===== src/hdl/cma_pkg.sv =====
// Shared types and constants for the centered moving average block.
// No dependencies; imported by every module of the block.
`default_nettype none

package cma_pkg;

  // Largest window the history can serve, and the derived sizes
  localparam int MAX_WINDOW    = 32;
  localparam int HALF_MAX      = MAX_WINDOW / 2;
  localparam int HIST_DEPTH    = 2 * HALF_MAX + 1;
  localparam int WIN_W         = 6;
  localparam int WINDOW_RESET  = 3;
  localparam int HALF_W        = $clog2(HALF_MAX + 1);
  localparam int CNT_W         = $clog2(HIST_DEPTH + 1);
  localparam int ADDR_W        = $clog2(HIST_DEPTH);

  // Classification of one accepted sample, handed from front to back end
  typedef struct packed {
    logic              first;    // first sample of a stream
    logic              last;     // final sample of a stream
    logic              emit;     // sample completes one centered result
    logic [HALF_W-1:0] flush_n;  // results still to flush at end of stream
    logic [HALF_W-1:0] half;     // half width in use for this stream
    logic [CNT_W-1:0]  count;    // samples seen in stream, saturated
  } cma_ctl_t;

endpackage

`default_nettype wire


===== src/hdl/cma_front.sv =====
// Front end: holds the window register, tracks stream position and
// classifies each accepted sample. Depends on cma_pkg.
`default_nettype none

module cma_front #(
  parameter int unsigned SAMPLE_BITS = 16
) (
  input  wire logic                         clk_i,
  input  wire logic                         rst_ni,
  input  wire logic                         cfg_we_i,
  input  wire logic [cma_pkg::WIN_W-1:0]    cfg_wdata_i,
  input  wire logic                         in_valid_i,
  output      logic                         in_stall_o,
  input  wire logic [SAMPLE_BITS-1:0]       sample_i,
  input  wire logic                         last_i,
  input  wire logic                         full_i,
  output      logic                         push_o,
  output      logic [SAMPLE_BITS-1:0]       push_sample_o,
  output      cma_pkg::cma_ctl_t            push_ctl_o
);

  import cma_pkg::*;

  logic [WIN_W-1:0]  window_q;
  logic [CNT_W-1:0]  rc_q, rc_d, rc_inc;
  logic [HALF_W-1:0] lag_q, lag_d;
  logic [HALF_W-1:0] half_q, half_d;
  logic [WIN_W-1:0]  win_sat;
  logic [HALF_W-1:0] h_new, h_cur, lag_base, lag_after;
  logic [HALF_W:0]   lag_inc;
  logic              first, emit;

  // Stall only when the command queue has no room
  assign in_stall_o = full_i;
  assign push_o     = in_valid_i && !full_i;

  // Classify the sample against the current stream position
  always_comb begin
    win_sat   = (window_q > WIN_W'(MAX_WINDOW)) ? WIN_W'(MAX_WINDOW) : window_q;
    h_new     = HALF_W'(win_sat >> 1);
    first     = (rc_q == '0);
    h_cur     = first ? h_new : half_q;
    lag_base  = first ? '0 : lag_q;
    lag_inc   = {1'b0, lag_base} + 1'b1;
    emit      = (lag_inc > {1'b0, h_cur});
    lag_after = emit ? h_cur : lag_inc[HALF_W-1:0];
    rc_inc    = (rc_q == CNT_W'(HIST_DEPTH)) ? rc_q : rc_q + 1'b1;

    rc_d   = rc_q;
    lag_d  = lag_q;
    half_d = half_q;
    if (push_o) begin
      half_d = h_cur;
      if (last_i) begin
        rc_d  = '0;
        lag_d = '0;
      end else begin
        rc_d  = rc_inc;
        lag_d = lag_after;
      end
    end

    push_sample_o      = sample_i;
    push_ctl_o.first   = first;
    push_ctl_o.last    = last_i;
    push_ctl_o.emit    = emit;
    push_ctl_o.flush_n = last_i ? lag_after : '0;
    push_ctl_o.half    = h_cur;
    push_ctl_o.count   = rc_inc;
  end

  // Hold window register and stream counters
  always_ff @(posedge clk_i or negedge rst_ni) begin
    if (!rst_ni) begin
      window_q <= WIN_W'(WINDOW_RESET);
      rc_q     <= '0;
      lag_q    <= '0;
      half_q   <= '0;
    end else begin
      if (cfg_we_i) begin
        window_q <= cfg_wdata_i;
      end
      rc_q   <= rc_d;
      lag_q  <= lag_d;
      half_q <= half_d;
    end
  end

  // Pending results never exceed the half width
  a_lag_bound: assert property (@(posedge clk_i) disable iff (!rst_ni)
    lag_q <= half_q)
    else $error("pending result count exceeds half width");

  // Between streams nothing is pending
  a_idle_no_lag: assert property (@(posedge clk_i) disable iff (!rst_ni)
    (rc_q == '0) |-> (lag_q == '0))
    else $error("results pending outside a stream");

endmodule

`default_nettype wire


===== src/hdl/cma_queue.sv =====
// Two-entry command queue between the front and back ends.
// Depends on cma_pkg for the command type.
`default_nettype none

module cma_queue #(
  parameter int unsigned SAMPLE_BITS = 16
) (
  input  wire logic                   clk_i,
  input  wire logic                   rst_ni,
  input  wire logic                   push_i,
  input  wire logic [SAMPLE_BITS-1:0] push_sample_i,
  input  wire cma_pkg::cma_ctl_t      push_ctl_i,
  output      logic                   full_o,
  input  wire logic                   pop_i,
  output      logic                   empty_o,
  output      logic [SAMPLE_BITS-1:0] pop_sample_o,
  output      cma_pkg::cma_ctl_t      pop_ctl_o
);

  import cma_pkg::*;

  localparam int QDEPTH = 2;
  localparam int PTR_W  = $clog2(QDEPTH);
  localparam int FILL_W = $clog2(QDEPTH + 1);

  logic [SAMPLE_BITS-1:0] smp_mem_q [QDEPTH];
  cma_ctl_t               ctl_mem_q [QDEPTH];
  logic [PTR_W-1:0]       wr_ptr_q, rd_ptr_q;
  logic [FILL_W-1:0]      fill_q;
  logic                   do_push, do_pop;

  assign full_o       = (fill_q == FILL_W'(QDEPTH));
  assign empty_o      = (fill_q == '0);
  assign do_push      = push_i && !full_o;
  assign do_pop       = pop_i && !empty_o;
  assign pop_sample_o = smp_mem_q[rd_ptr_q];
  assign pop_ctl_o    = ctl_mem_q[rd_ptr_q];

  // Store entries
  always_ff @(posedge clk_i) begin
    if (do_push) begin
      smp_mem_q[wr_ptr_q] <= push_sample_i;
      ctl_mem_q[wr_ptr_q] <= push_ctl_i;
    end
  end

  // Advance pointers and fill level
  always_ff @(posedge clk_i or negedge rst_ni) begin
    if (!rst_ni) begin
      wr_ptr_q <= '0;
      rd_ptr_q <= '0;
      fill_q   <= '0;
    end else begin
      if (do_push) begin
        wr_ptr_q <= wr_ptr_q + 1'b1;
      end
      if (do_pop) begin
        rd_ptr_q <= rd_ptr_q + 1'b1;
      end
      case ({do_push, do_pop})
        2'b10:   fill_q <= fill_q + 1'b1;
        2'b01:   fill_q <= fill_q - 1'b1;
        default: fill_q <= fill_q;
      endcase
    end
  end

endmodule

`default_nettype wire


===== src/hdl/cma_back.sv =====
// Back end: sample history, running span sum, bit-serial divider and
// result register. Depends on cma_pkg.
`default_nettype none

module cma_back #(
  parameter int unsigned SAMPLE_BITS = 16
) (
  input  wire logic                   clk_i,
  input  wire logic                   rst_ni,
  input  wire logic                   empty_i,
  output      logic                   pop_o,
  input  wire logic [SAMPLE_BITS-1:0] sample_i,
  input  wire cma_pkg::cma_ctl_t      ctl_i,
  output      logic                   out_valid_o,
  input  wire logic                   out_stall_i,
  output      logic [SAMPLE_BITS-1:0] average_o,
  output      logic                   last_res_o
);

  import cma_pkg::*;

  localparam int SUM_W = SAMPLE_BITS + CNT_W;
  localparam int BIT_W = $clog2(SAMPLE_BITS + 1);
  localparam int PTR_W = ((ADDR_W > CNT_W) ? ADDR_W : CNT_W) + 1;

  localparam logic [2:0] ST_IDLE  = 3'd0;
  localparam logic [2:0] ST_ADD   = 3'd1;
  localparam logic [2:0] ST_PICK  = 3'd2;
  localparam logic [2:0] ST_FSUB  = 3'd3;
  localparam logic [2:0] ST_DINIT = 3'd4;
  localparam logic [2:0] ST_DIV   = 3'd5;
  localparam logic [2:0] ST_SIGN  = 3'd6;
  localparam logic [2:0] ST_OUT   = 3'd7;

  // Control state
  logic [2:0]             state_q, state_d;
  logic [ADDR_W-1:0]      wp_q, wp_d;
  logic [SUM_W-1:0]       sum_q, sum_d;
  logic [CNT_W-1:0]       span_q, span_d;
  logic                   emit_pend_q, emit_pend_d;
  logic [HALF_W-1:0]      flush_q, flush_d;
  logic                   lastres_q, lastres_d;
  logic [BIT_W-1:0]       bit_q, bit_d;

  // Payload
  cma_ctl_t               cur_ctl_q, cur_ctl_d;
  logic [SAMPLE_BITS-1:0] cur_sample_q, cur_sample_d;
  logic [SAMPLE_BITS-1:0] rd_q;
  logic [SUM_W-1:0]       rem_q, rem_d;
  logic [SUM_W-1:0]       dsh_q, dsh_d;
  logic [SAMPLE_BITS-1:0] quo_q, quo_d;
  logic                   neg_q, neg_d;
  logic [SAMPLE_BITS-1:0] avg_q, avg_d;

  logic [SAMPLE_BITS-1:0] hist_mem [HIST_DEPTH];

  logic [PTR_W-1:0]       wp_ext, span_ext, oldest_ext;
  logic [ADDR_W-1:0]      rd_addr;
  logic                   mem_we, mem_re;
  logic [CNT_W-1:0]       win_cnt, tgt_raw, tgt;
  logic [HALF_W-1:0]      flush_dec;
  logic                   drop, ge;
  logic [SUM_W-1:0]       smp_ext, rd_ext, sum_mag;

  // Address of the oldest sample in the current span
  always_comb begin
    wp_ext     = PTR_W'(wp_q);
    span_ext   = PTR_W'(span_q);
    oldest_ext = (wp_ext >= span_ext) ? (wp_ext - span_ext)
                                      : (wp_ext + PTR_W'(HIST_DEPTH) - span_ext);
    rd_addr    = oldest_ext[ADDR_W-1:0];
  end

  assign pop_o  = (state_q == ST_IDLE) && !empty_i;
  assign mem_we = (state_q == ST_ADD);
  assign mem_re = pop_o || (state_q == ST_PICK);

  // History store: write newest, read oldest of span
  always_ff @(posedge clk_i) begin
    if (mem_we) begin
      hist_mem[wp_q] <= cur_sample_q;
    end
    if (mem_re) begin
      rd_q <= hist_mem[rd_addr];
    end
  end

  // Sequencer
  always_comb begin
    win_cnt   = CNT_W'({cur_ctl_q.half, 1'b1});
    drop      = (span_q == win_cnt);
    flush_dec = flush_q - 1'b1;
    tgt_raw   = CNT_W'(flush_dec) + CNT_W'(cur_ctl_q.half) + CNT_W'(1);
    tgt       = (tgt_raw < cur_ctl_q.count) ? tgt_raw : cur_ctl_q.count;
    smp_ext   = {{(SUM_W - SAMPLE_BITS){cur_sample_q[SAMPLE_BITS-1]}}, cur_sample_q};
    rd_ext    = {{(SUM_W - SAMPLE_BITS){rd_q[SAMPLE_BITS-1]}}, rd_q};
    sum_mag   = sum_q[SUM_W-1] ? (~sum_q + SUM_W'(1)) : sum_q;
    ge        = (rem_q >= dsh_q);

    state_d      = state_q;
    wp_d         = wp_q;
    sum_d        = sum_q;
    span_d       = span_q;
    emit_pend_d  = emit_pend_q;
    flush_d      = flush_q;
    lastres_d    = lastres_q;
    bit_d        = bit_q;
    cur_ctl_d    = cur_ctl_q;
    cur_sample_d = cur_sample_q;
    rem_d        = rem_q;
    dsh_d        = dsh_q;
    quo_d        = quo_q;
    neg_d        = neg_q;
    avg_d        = avg_q;

    unique case (state_q)
      ST_IDLE: begin
        // Take next command; restart span at stream start
        if (!empty_i) begin
          cur_ctl_d    = ctl_i;
          cur_sample_d = sample_i;
          emit_pend_d  = ctl_i.emit;
          flush_d      = ctl_i.flush_n;
          if (ctl_i.first) begin
            sum_d  = '0;
            span_d = '0;
          end
          state_d = ST_ADD;
        end
      end
      ST_ADD: begin
        // Add newest sample, drop the one leaving a full window
        sum_d   = sum_q + smp_ext - (drop ? rd_ext : '0);
        span_d  = drop ? span_q : span_q + 1'b1;
        wp_d    = (wp_q == ADDR_W'(HIST_DEPTH - 1)) ? '0 : wp_q + 1'b1;
        state_d = ST_PICK;
      end
      ST_PICK: begin
        // Choose the next result: regular one first, then flush
        if (emit_pend_q) begin
          emit_pend_d = 1'b0;
          lastres_d   = cur_ctl_q.last && (flush_q == '0);
          state_d     = ST_DINIT;
        end else if (flush_q != '0) begin
          flush_d   = flush_dec;
          lastres_d = cur_ctl_q.last && (flush_dec == '0);
          state_d   = (tgt < span_q) ? ST_FSUB : ST_DINIT;
        end else begin
          state_d = ST_IDLE;
        end
      end
      ST_FSUB: begin
        // Shrink span from its old end
        sum_d   = sum_q - rd_ext;
        span_d  = span_q - 1'b1;
        state_d = ST_DINIT;
      end
      ST_DINIT: begin
        neg_d   = sum_q[SUM_W-1];
        rem_d   = sum_mag;
        dsh_d   = SUM_W'(span_q) << (SAMPLE_BITS - 1);
        quo_d   = '0;
        bit_d   = BIT_W'(SAMPLE_BITS);
        state_d = ST_DIV;
      end
      ST_DIV: begin
        // One quotient bit per cycle
        rem_d = ge ? (rem_q - dsh_q) : rem_q;
        quo_d = {quo_q[SAMPLE_BITS-2:0], ge};
        dsh_d = dsh_q >> 1;
        bit_d = bit_q - 1'b1;
        if (bit_q == BIT_W'(1)) begin
          state_d = ST_SIGN;
        end
      end
      ST_SIGN: begin
        avg_d   = neg_q ? (~quo_q + SAMPLE_BITS'(1)) : quo_q;
        state_d = ST_OUT;
      end
      ST_OUT: begin
        if (!out_stall_i) begin
          state_d = ST_PICK;
        end
      end
      default: state_d = ST_IDLE;
    endcase
  end

  // Control registers
  always_ff @(posedge clk_i or negedge rst_ni) begin
    if (!rst_ni) begin
      state_q     <= ST_IDLE;
      wp_q        <= '0;
      sum_q       <= '0;
      span_q      <= '0;
      emit_pend_q <= 1'b0;
      flush_q     <= '0;
      lastres_q   <= 1'b0;
      bit_q       <= '0;
    end else begin
      state_q     <= state_d;
      wp_q        <= wp_d;
      sum_q       <= sum_d;
      span_q      <= span_d;
      emit_pend_q <= emit_pend_d;
      flush_q     <= flush_d;
      lastres_q   <= lastres_d;
      bit_q       <= bit_d;
    end
  end

  // Payload registers
  always_ff @(posedge clk_i) begin
    cur_ctl_q    <= cur_ctl_d;
    cur_sample_q <= cur_sample_d;
    rem_q        <= rem_d;
    dsh_q        <= dsh_d;
    quo_q        <= quo_d;
    neg_q        <= neg_d;
    avg_q        <= avg_d;
  end

  assign out_valid_o = (state_q == ST_OUT);
  assign average_o   = avg_q;
  assign last_res_o  = lastres_q;

  // Divider never sees an empty span
  a_span_nonzero: assert property (@(posedge clk_i) disable iff (!rst_ni)
    (state_q == ST_DIV) |-> (span_q != '0))
    else $error("division by empty span");

  // Span stays within the window of the stream
  a_span_bound: assert property (@(posedge clk_i) disable iff (!rst_ni)
    (state_q != ST_IDLE) |-> (span_q <= win_cnt))
    else $error("span exceeds window");

  // Final result leaves nothing pending
  a_last_clean: assert property (@(posedge clk_i) disable iff (!rst_ni)
    (out_valid_o && last_res_o) |-> ((flush_q == '0) && !emit_pend_q))
    else $error("final result flagged with results still pending");

endmodule

`default_nettype wire


===== src/hdl/centered_moving_average_top.sv =====
// Top level of the centered moving average: front end, command queue
// and back end. Depends on cma_pkg, cma_front, cma_queue and cma_back.
`default_nettype none

// Centered moving average over a stream of signed samples, with the span
// clipped at both stream ends and the sum divided by the true sample count
// (truncated toward zero). The front end classifies each sample and queues
// it; two samples can wait in the queue while the back end works. In the
// back end a sample is fetched, added to the running sum and dispatched;
// each result it causes then passes the divider and the output register,
// with an extra step when the span shrinks during a flush; a result may
// be held by the output stall. The next sample is taken once all results
// are out. The divider is bit-serial, one quotient bit per cycle. A sample
// ending a stream flushes up to half the window (at most MAX_WINDOW/2) results.
// The window register is read on the first sample of each stream. There is
// no clearing pass after reset.
module centered_moving_average_top #(
  parameter int unsigned SAMPLE_BITS = 16
) (
  input  wire logic                      clk_i,
  input  wire logic                      rst_ni,
  input  wire logic                      cfg_we_i,
  input  wire logic [cma_pkg::WIN_W-1:0] cfg_wdata_i,
  input  wire logic                      in_valid_i,
  output      logic                      in_stall_o,
  input  wire logic [SAMPLE_BITS-1:0]    sample_i,
  input  wire logic                      last_i,
  output      logic                      out_valid_o,
  input  wire logic                      out_stall_i,
  output      logic [SAMPLE_BITS-1:0]    average_o,
  output      logic                      last_res_o
);

  import cma_pkg::*;

  logic                   push, full, pop, empty;
  logic [SAMPLE_BITS-1:0] push_sample, pop_sample;
  cma_ctl_t               push_ctl, pop_ctl;

  cma_front #(.SAMPLE_BITS(SAMPLE_BITS)) u_front (
    .clk_i         (clk_i),
    .rst_ni        (rst_ni),
    .cfg_we_i      (cfg_we_i),
    .cfg_wdata_i   (cfg_wdata_i),
    .in_valid_i    (in_valid_i),
    .in_stall_o    (in_stall_o),
    .sample_i      (sample_i),
    .last_i        (last_i),
    .full_i        (full),
    .push_o        (push),
    .push_sample_o (push_sample),
    .push_ctl_o    (push_ctl)
  );

  cma_queue #(.SAMPLE_BITS(SAMPLE_BITS)) u_queue (
    .clk_i         (clk_i),
    .rst_ni        (rst_ni),
    .push_i        (push),
    .push_sample_i (push_sample),
    .push_ctl_i    (push_ctl),
    .full_o        (full),
    .pop_i         (pop),
    .empty_o       (empty),
    .pop_sample_o  (pop_sample),
    .pop_ctl_o     (pop_ctl)
  );

  cma_back #(.SAMPLE_BITS(SAMPLE_BITS)) u_back (
    .clk_i       (clk_i),
    .rst_ni      (rst_ni),
    .empty_i     (empty),
    .pop_o       (pop),
    .sample_i    (pop_sample),
    .ctl_i       (pop_ctl),
    .out_valid_o (out_valid_o),
    .out_stall_i (out_stall_i),
    .average_o   (average_o),
    .last_res_o  (last_res_o)
  );

endmodule

`default_nettype wire

===== config.mk =====
export PLATFORM = sky130hd
export DESIGN_NAME = centered_moving_average_top
export DESIGN_NICKNAME = d
export VERILOG_FILES = /design/src/hdl/cma_pkg.sv /design/src/hdl/cma_front.sv /design/src/hdl/cma_queue.sv /design/src/hdl/cma_back.sv /design/src/hdl/centered_moving_average_top.sv
export SDC_FILE = /design/constraint.sdc
export NUM_CORES = 1
export LEC_CHECK = 0
export BUFFER_PORTS_ARGS = -buffer_cell sky130_fd_sc_hd__buf_2
export CORE_ASPECT_RATIO = 1.75
export CORE_MARGIN = 4
export CORE_UTILIZATION = 55
export CTS_CLUSTER_SIZE = 8
export DETAILED_ROUTE_END_ITERATION = 10
export GPL_TIMING_DRIVEN = 0
export PLACE_DENSITY_LB_ADDON = 0.1
export REMOVE_ABC_BUFFERS = 1
export SLEW_MARGIN = 20
export SYNTH_ARGS = -nofsm -noshare
export SYNTH_HDL_FRONTEND = slang
export SYNTH_SLANG_ARGS = --single-unit

===== constraint.sdc =====
create_clock -name clk_i -period 3.95 [get_ports clk_i]
set_clock_uncertainty 0.1 [all_clocks]
set_input_delay 0.79 -clock clk_i [delete_from_list [all_inputs] [get_ports clk_i]]
set_output_delay 0.79 -clock clk_i [all_outputs]
set_load 0.01 [all_outputs]

==> results of run 1 <==
critical path, cell delays in order, from the launching register on:
cell       delay, ns
edfxtp_1        0.44
xnor2_1         0.19
nand4_1         0.14
buf_6           0.19
buf_12          0.16
nor4_4          0.14
fa_1            0.48
inv_2           0.09
ha_4            0.20
a21o_4          0.24
a2111oi_4       0.31
o31ai_2         0.12
o211ai_1        0.19
o311ai_2        0.14
a21o_1          0.21
a21oi_2         0.14
mux2i_1         0.22
o211ai_1        0.10
metal layers:
metal	share of wire	up-vias	global-route usage
met5	0	-	0
met4	0.080	0	0.178
met3	0.054	291	0.0367
met2	0.53	932	0.496
met1	0.34	11600	0.296
li1	-	10400	-
metrics by stage:
stage                     area, um2  setup TNS [ns]  hold slack, ns
after CTS                     41900         -0.0494           0.149
after global routing          42200           -2.04           0.169
after detailed placement      37800          -62.38           0.346
after global placement        36300         -285.95           0.337
after floorplan               35000          -13.05           0.326
final                         42200          -0.122           0.189
Yosys cell counts (all sizes together), types with 5 or more instances:
library cell,number
or4,7
nor3b,6
o21ai,113
o221ai,35
or3,14
o311ai,17
a21o,35
a21oi,73
a211o,5
a31oi,24
edfxtp,718
nor4,24
nand4,9
nor2,210
fa,30
o221a,15
xnor2,86
mux2,43
nand3b,8
o21a,13
a22o,16
ha,114
a22oi,10
nor2b,10
nand2,171
clkbuf,83
inv,183
a211oi,6
o21bai,7
and2,13
xor2,35
buf,25
nand3,42
nor3,47
o41ai,24
o31ai,21
dfrtp,73
nand2b,23
o211ai,38
and3,23
mux2i,16
o22ai,147
cells by family after synthesis:
group / share of synthesized area
adders and majority gates: 0.0572
DFF: 0.660
muxes: 0.0182
and+or+nand+nor: 0.0801
AOI/OAI and AO/OA: 0.122
xor gates and xnor gates: 0.0299
buffers and inverters: 0.0318
layout make-up:
cell class / instances / area [um2]
Multi-Input combinational cell: 1573 / 11900
Fill cell: 4376 / 21300
Inverter: 185 / 718
Clock buffer: 145 / 2860
Clock inverter: 6 / 156
Tap cell: 806 / 1010
Timing Repair Buffer: 192 / 2140
Sequential cell: 792 / 23400
registers in the layout, indices dropped and copies added, names as in the netlist, 2 cells and up:
| name | cells |
|---|---|
| u_back.average_o | 16 |
| u_back.bit_q | 5 |
| u_back.cur_ctl_q | 12 |
| u_back.cur_sample_q | 16 |
| u_back.dsh_q | 21 |
| u_back.flush_q | 5 |
| u_back.hist_mem | 528 |
| u_back.quo_q | 16 |
| u_back.rd_q | 16 |
| u_back.rem_q | 22 |
| u_back.span_q | 6 |
| u_back.state_q | 3 |
| u_back.sum_q | 22 |
| u_back.wp_q | 6 |
| u_front.half_q | 5 |
| u_front.lag_q | 5 |
| u_front.rc_q | 6 |
| u_front.window_q | 5 |
| u_queue.ctl_mem_q | 38 |
| u_queue.fill_q | 2 |
| u_queue.smp_mem_q | 32 |
final timing paths:
kind,end,slack [ns],cells past startpoint,from
setup / recovery,u_back.sum_q[20],-0.05,17,u_back.cur_ctl_q[10]
hold / removal,u_queue.smp_mem_q[1][12],0.19,1,sample_i[12]
setup reg to reg,u_back.sum_q[20],-0.05,17,u_back.cur_ctl_q[10]
hold reg to reg,u_back.average_o[0],0.36,0,u_back.quo_q[0]
max in group asynchronous,u_front.window_q[1],2.52,3,rst_ni
min in group asynchronous,u_back.sum_q[20],0.54,2,rst_ni
placed cells by master (no fill, tap or decap), drive strengths merged, types with 42 or more instances in the layout:
cell type  count
clkbuf       145
nand2        171
buf          191
o21ai        113
dfrtp         73
inv          184
o22ai        147
nand3         42
mux2          45
xnor2         86
nor3          47
ha           114
a21oi         73
nor2         211
edfxtp       718
timing repair:
item / CTS / global route
resized for setup: 141 / 46
gates cloned: 3 / 1
setup endpoints to repair: 81 / 62
pin swaps: 39 / 31
setup buffers: 47 / 22
hold buffers: 1 / 0
endpoints found under the hold margin: 13 / 0
==> flow_summary_export.csv, run 1 <==
group,metric,value,unit
floorplan,start_util,0.558,
detailed_routing,drt_iter0_drc,1875,
synth,yosysUniqueCellTypes,79,
layout,fin_cells,3699,
status,status,"finished with violations",
timing,finalSetupViolCount,4,
synth,yosysTopAreaCellShare,0.608,
grt,grt_pass1_vias,24000,
detailed_routing,drc_errors,0,
synth,synth_ff_type,"edfxtp_1",
worst_setup_path,endpoint_kind,"flip-flop",
timing,hold_viol_final,0,
layout,drive_above_1_share,0.191,
timing,min_period,4.00,ns
layout,area_growth_syn_to_layout,19.1,%
synth,yosys.area.top_type,"edfxtp_1",
grt,grt_pass1_wl,141000,um
status,violations,"setup timing",
floorplan,num_rows,122,
grt,overflow,0,
synth,ys_seq_elements,792,
synth,synth-seq-area-share,0.660,
floorplan,die_area,0.0687,mm2
clock_tree,cts_tree,"yes",
timing,relSlewSlack,0.339,
timing,fmax,250,MHz
synth,synth.area.top_cells,"edfxtp_1, dfrtp_1, ha_1, o22ai_1, nor2_1",
detailed_routing,wl_per_cell,25.8,um
worst_setup_path,cp_max_fo,8,
detailed_routing,firstDrtPassIters,5,
layout,diodes,0,
clock_tree,cts.sinks,792,
floorplan,core_area,0.0635,mm2
synth,async_reset_ff_frac,0.0934,
placement,dp.cells,3478,
detailed_routing,antenna_left,0,
grt,grt_start_max_net_pins,49,
layout,fin_nets,3024,
clock_tree,htree_levels,3,
floorplan,die_x,200,um
synth,yosys_warnings,0,
synth,syn_avg_cell_area,13.4,um2
detailed_routing,routed-via-count,23300,
synth,netlist_area,0.0355,mm2
floorplan,die_h,344,um
timing,post-route-period-util,1.01,
placement,place_ws,-2.34,ns
timing,rsz0062_at_grt,"yes",
placement,routabilityCongestion,0.845,
timing,worst_pin_slew,0.991,ns
clock_tree,clk_latency,0.70,ns
job,cap_violations,0,
synth,syn_inst,2655,
timing,fin_ws,-0.0536,ns
clock_tree,cts_buffers,108,
worst_setup_path,cp.required,4.36,ns
detailed_routing,via_per_inst,6.30,
timing,slew_violations,0,
worst_setup_path,start_kind,"flip-flop",
clock_tree,clock-root-buffer,"clkbuf_16",
worst_setup_path,critPathKind,"flip-flop to flip-flop",
worst_setup_path,cp.arrival,4.42,ns
placement,dpl.hpwl,62800,um
clock_tree,path_clk_slew,0.05,ns
min_path,holdCritPathClass,"primary input to flip-flop",
placement,io_buffers,45,
detailed_routing,routed_wl,95300,um
clock_tree,clockBufferDepth,3,
grt,antenna_found_initial,0,
layout,fin_util,0.665,
floorplan,ios,47,
grt,grt_util_all_layers,0.274,
synth,synth_edf_count,718,
Power of run 1 is left out: the tool's default activity adds up to more than one toggle a clock period on the data nets, which glitch-free logic cannot reach.
==> inputs of run 2 (changes only) <==
==> constraint.sdc (replaced) <==
create_clock -name clk_i -period 4.5 [get_ports clk_i]
set_clock_uncertainty 0.1 [all_clocks]
set_input_delay 0.9 -clock clk_i [delete_from_list [all_inputs] [get_ports clk_i]]
set_output_delay 0.9 -clock clk_i [all_outputs]
set_load 0.01 [all_outputs]
==> flow_summary_export.csv, run 2 (synthesized netlist as in run 1, its figures left out) <==
group,metric,value,unit
placement,routabilityCongestion,0.845,
placement,io_buffers,45,
grt,antenna_found_initial,0,
detailed_routing,routed_wl,92300,um
layout,fin_util,0.651,
timing,worst_pin_slew,0.966,ns
status,status,"completed",
layout,largest_reg_flops,528,
worst_setup_path,critical_path.slowest_cell,"fa_1",
worst_setup_path,endpoint_kind,"flip-flop",
layout,fin_nets,2982,
timing,fin_ws,0.0811,ns
floorplan,num_rows,122,
grt,grt_start_max_net_pins,49,
clock_tree,cts_tree,"yes",
detailed_routing,via_per_inst,6.26,
worst_setup_path,slowest_delay,0.50,ns
timing,slew_violations,0,
floorplan,die_area,0.0687,mm2
worst_setup_path,crit_buf_inv,6,
grt,grt_util_all_layers,0.268,
layout,final_cell_mix,"edfxtp_1, inv_1, nor2_1",
clock_tree,cts.sinks,792,
worst_setup_path,cpLargestDelayFamily,"simple AND/OR/NAND/NOR gates",
clock_tree,htree_levels,3,
clock_tree,clockBufferDepth,3,
floorplan,start_util,0.558,
worst_setup_path,cp_cell_sequence,"inv_1, ha_1, inv_1, fa_1, o221ai_4, buf_12, or3b_2, a2bb2oi_4, buf_12, buf_16, buf_16, nor2_1, or3_1, nor4_4, o32ai_1, nor2_2",
clock_tree,ctsHoldBuffers,0,
clock_tree,path_clk_slew,0.05,ns
grt,grt_pass1_vias,23600,
worst_setup_path,cp_max_fo,23,
placement,place_ws,-1.79,ns
floorplan,core_area,0.0635,mm2
layout,top_regs,"u_back.hist_mem (528), u_queue.ctl_mem_q (38), u_queue.smp_mem_q (32)",
worst_setup_path,cp.required,4.87,ns
detailed_routing,drt_iter0_drc,1896,
worst_setup_path,cp.arrival,4.78,ns
layout,drive_above_1_share,0.152,
layout,largest_register,"u_back.hist_mem",
job,cap_violations,0,
min_path,holdCritPathClass,"primary input to asynchronous set/reset pin",
clock_tree,cts_buffers,108,
timing,min_period,4.42,ns
worst_setup_path,critPathKind,"flip-flop to flip-flop",
floorplan,die_x,200,um
timing,finalSetupViolCount,0,
placement,dpl.hpwl,62800,um
floorplan,die_h,344,um
layout,area_growth_syn_to_layout,16.6,%
clock_tree,clk_latency,0.69,ns
grt,grt_pass1_wl,138000,um
detailed_routing,routed-via-count,22900,
worst_setup_path,start_kind,"flip-flop",
layout,fillCellCount,4506,
detailed_routing,wl_per_cell,25.2,um
timing,fmax,226,MHz
layout,mostFrequentLayoutCell,"edfxtp_1",
detailed_routing,drc_errors,0,
layout,diodes,0,
timing,hold_viol_final,0,
grt,overflow,0,
floorplan,ios,47,
detailed_routing,firstDrtPassIters,5,
timing,relSlewSlack,0.355,
clock_tree,clock-root-buffer,"clkbuf_16",
timing,post-route-period-util,0.982,
detailed_routing,antenna_left,0,
-- run 2: path summary, 6_finish.rpt --
check,start,to,slack [ns],cells past startpoint
min reg2reg,u_back.quo_q[0],u_back.average_o[0],0.36,0
max reg2reg,u_back.span_q[2],u_back.rd_q[14],0.08,16
max in group asynchronous,rst_ni,u_front.window_q[1],3.50,2
min,rst_ni,u_back.sum_q[20],0.11,1
max,u_back.span_q[2],u_back.rd_q[14],0.08,16
min in group clk_i,sample_i[12],u_queue.smp_mem_q[1][12],0.30,1
-- run 2: cell type report --
cell class	instances	area [um2]	share of cell area
flip-flops and latches	792	23400	0.567
multi-input cells	1570	11300	0.274
clock buffers	145	2860	0.0693
repair buffers	153	1840	0.0444
well taps	806	1010	0.0244
inverters	185	699	0.0169
clock inverters	6	156	0.00378
-- run 2: metal layers --
layer  vias to the layer above  global-route usage  share of wire
met2                       809               0.489           0.53
met5                         -                   0              0
met3                       236              0.0353          0.048
met1                     11500               0.291           0.35
met4                         0               0.160          0.068
li1                      10400                   -              -
-- run 2: through the flow --
step	hold slack (ns)	TNS [ns]	cells	instance area, um2
4_1_cts	0.0886	-0.00532	3641	41100
5_1_grt	0.133	-0.227	3657	41300
6_report	0.108	0	3657	41300
3_5_place_dp	0.346	-35.50	3478	37800
2_1_floorplan	0.326	-0.380	2547	35000
3_3_place_gp	0.337	-97.09	3398	36300
-- run 2: repair_timing --
item                                    CTS  global route
setup buffers                            12            15
gates resized for setup                  40            22
pin swaps                                 8             6
endpoints found under the setup margin   33            29
-- run 2: worst reg2reg max path, stage by stage (launching register included) --
cell and delay (ns):
dfrtp_1 0.42, inv_1 0.18, ha_1 0.21, inv_1 0.08, fa_1 0.50, o221ai_4 0.29, buf_12 0.19, or3b_2 0.18
a2bb2oi_4 0.17, buf_12 0.20, buf_16 0.20, buf_16 0.21, nor2_1 0.09, or3_1 0.39, nor4_4 0.39, o32ai_1 0.14
nor2_2 0.27
Power of run 2 is left out for the same reason.
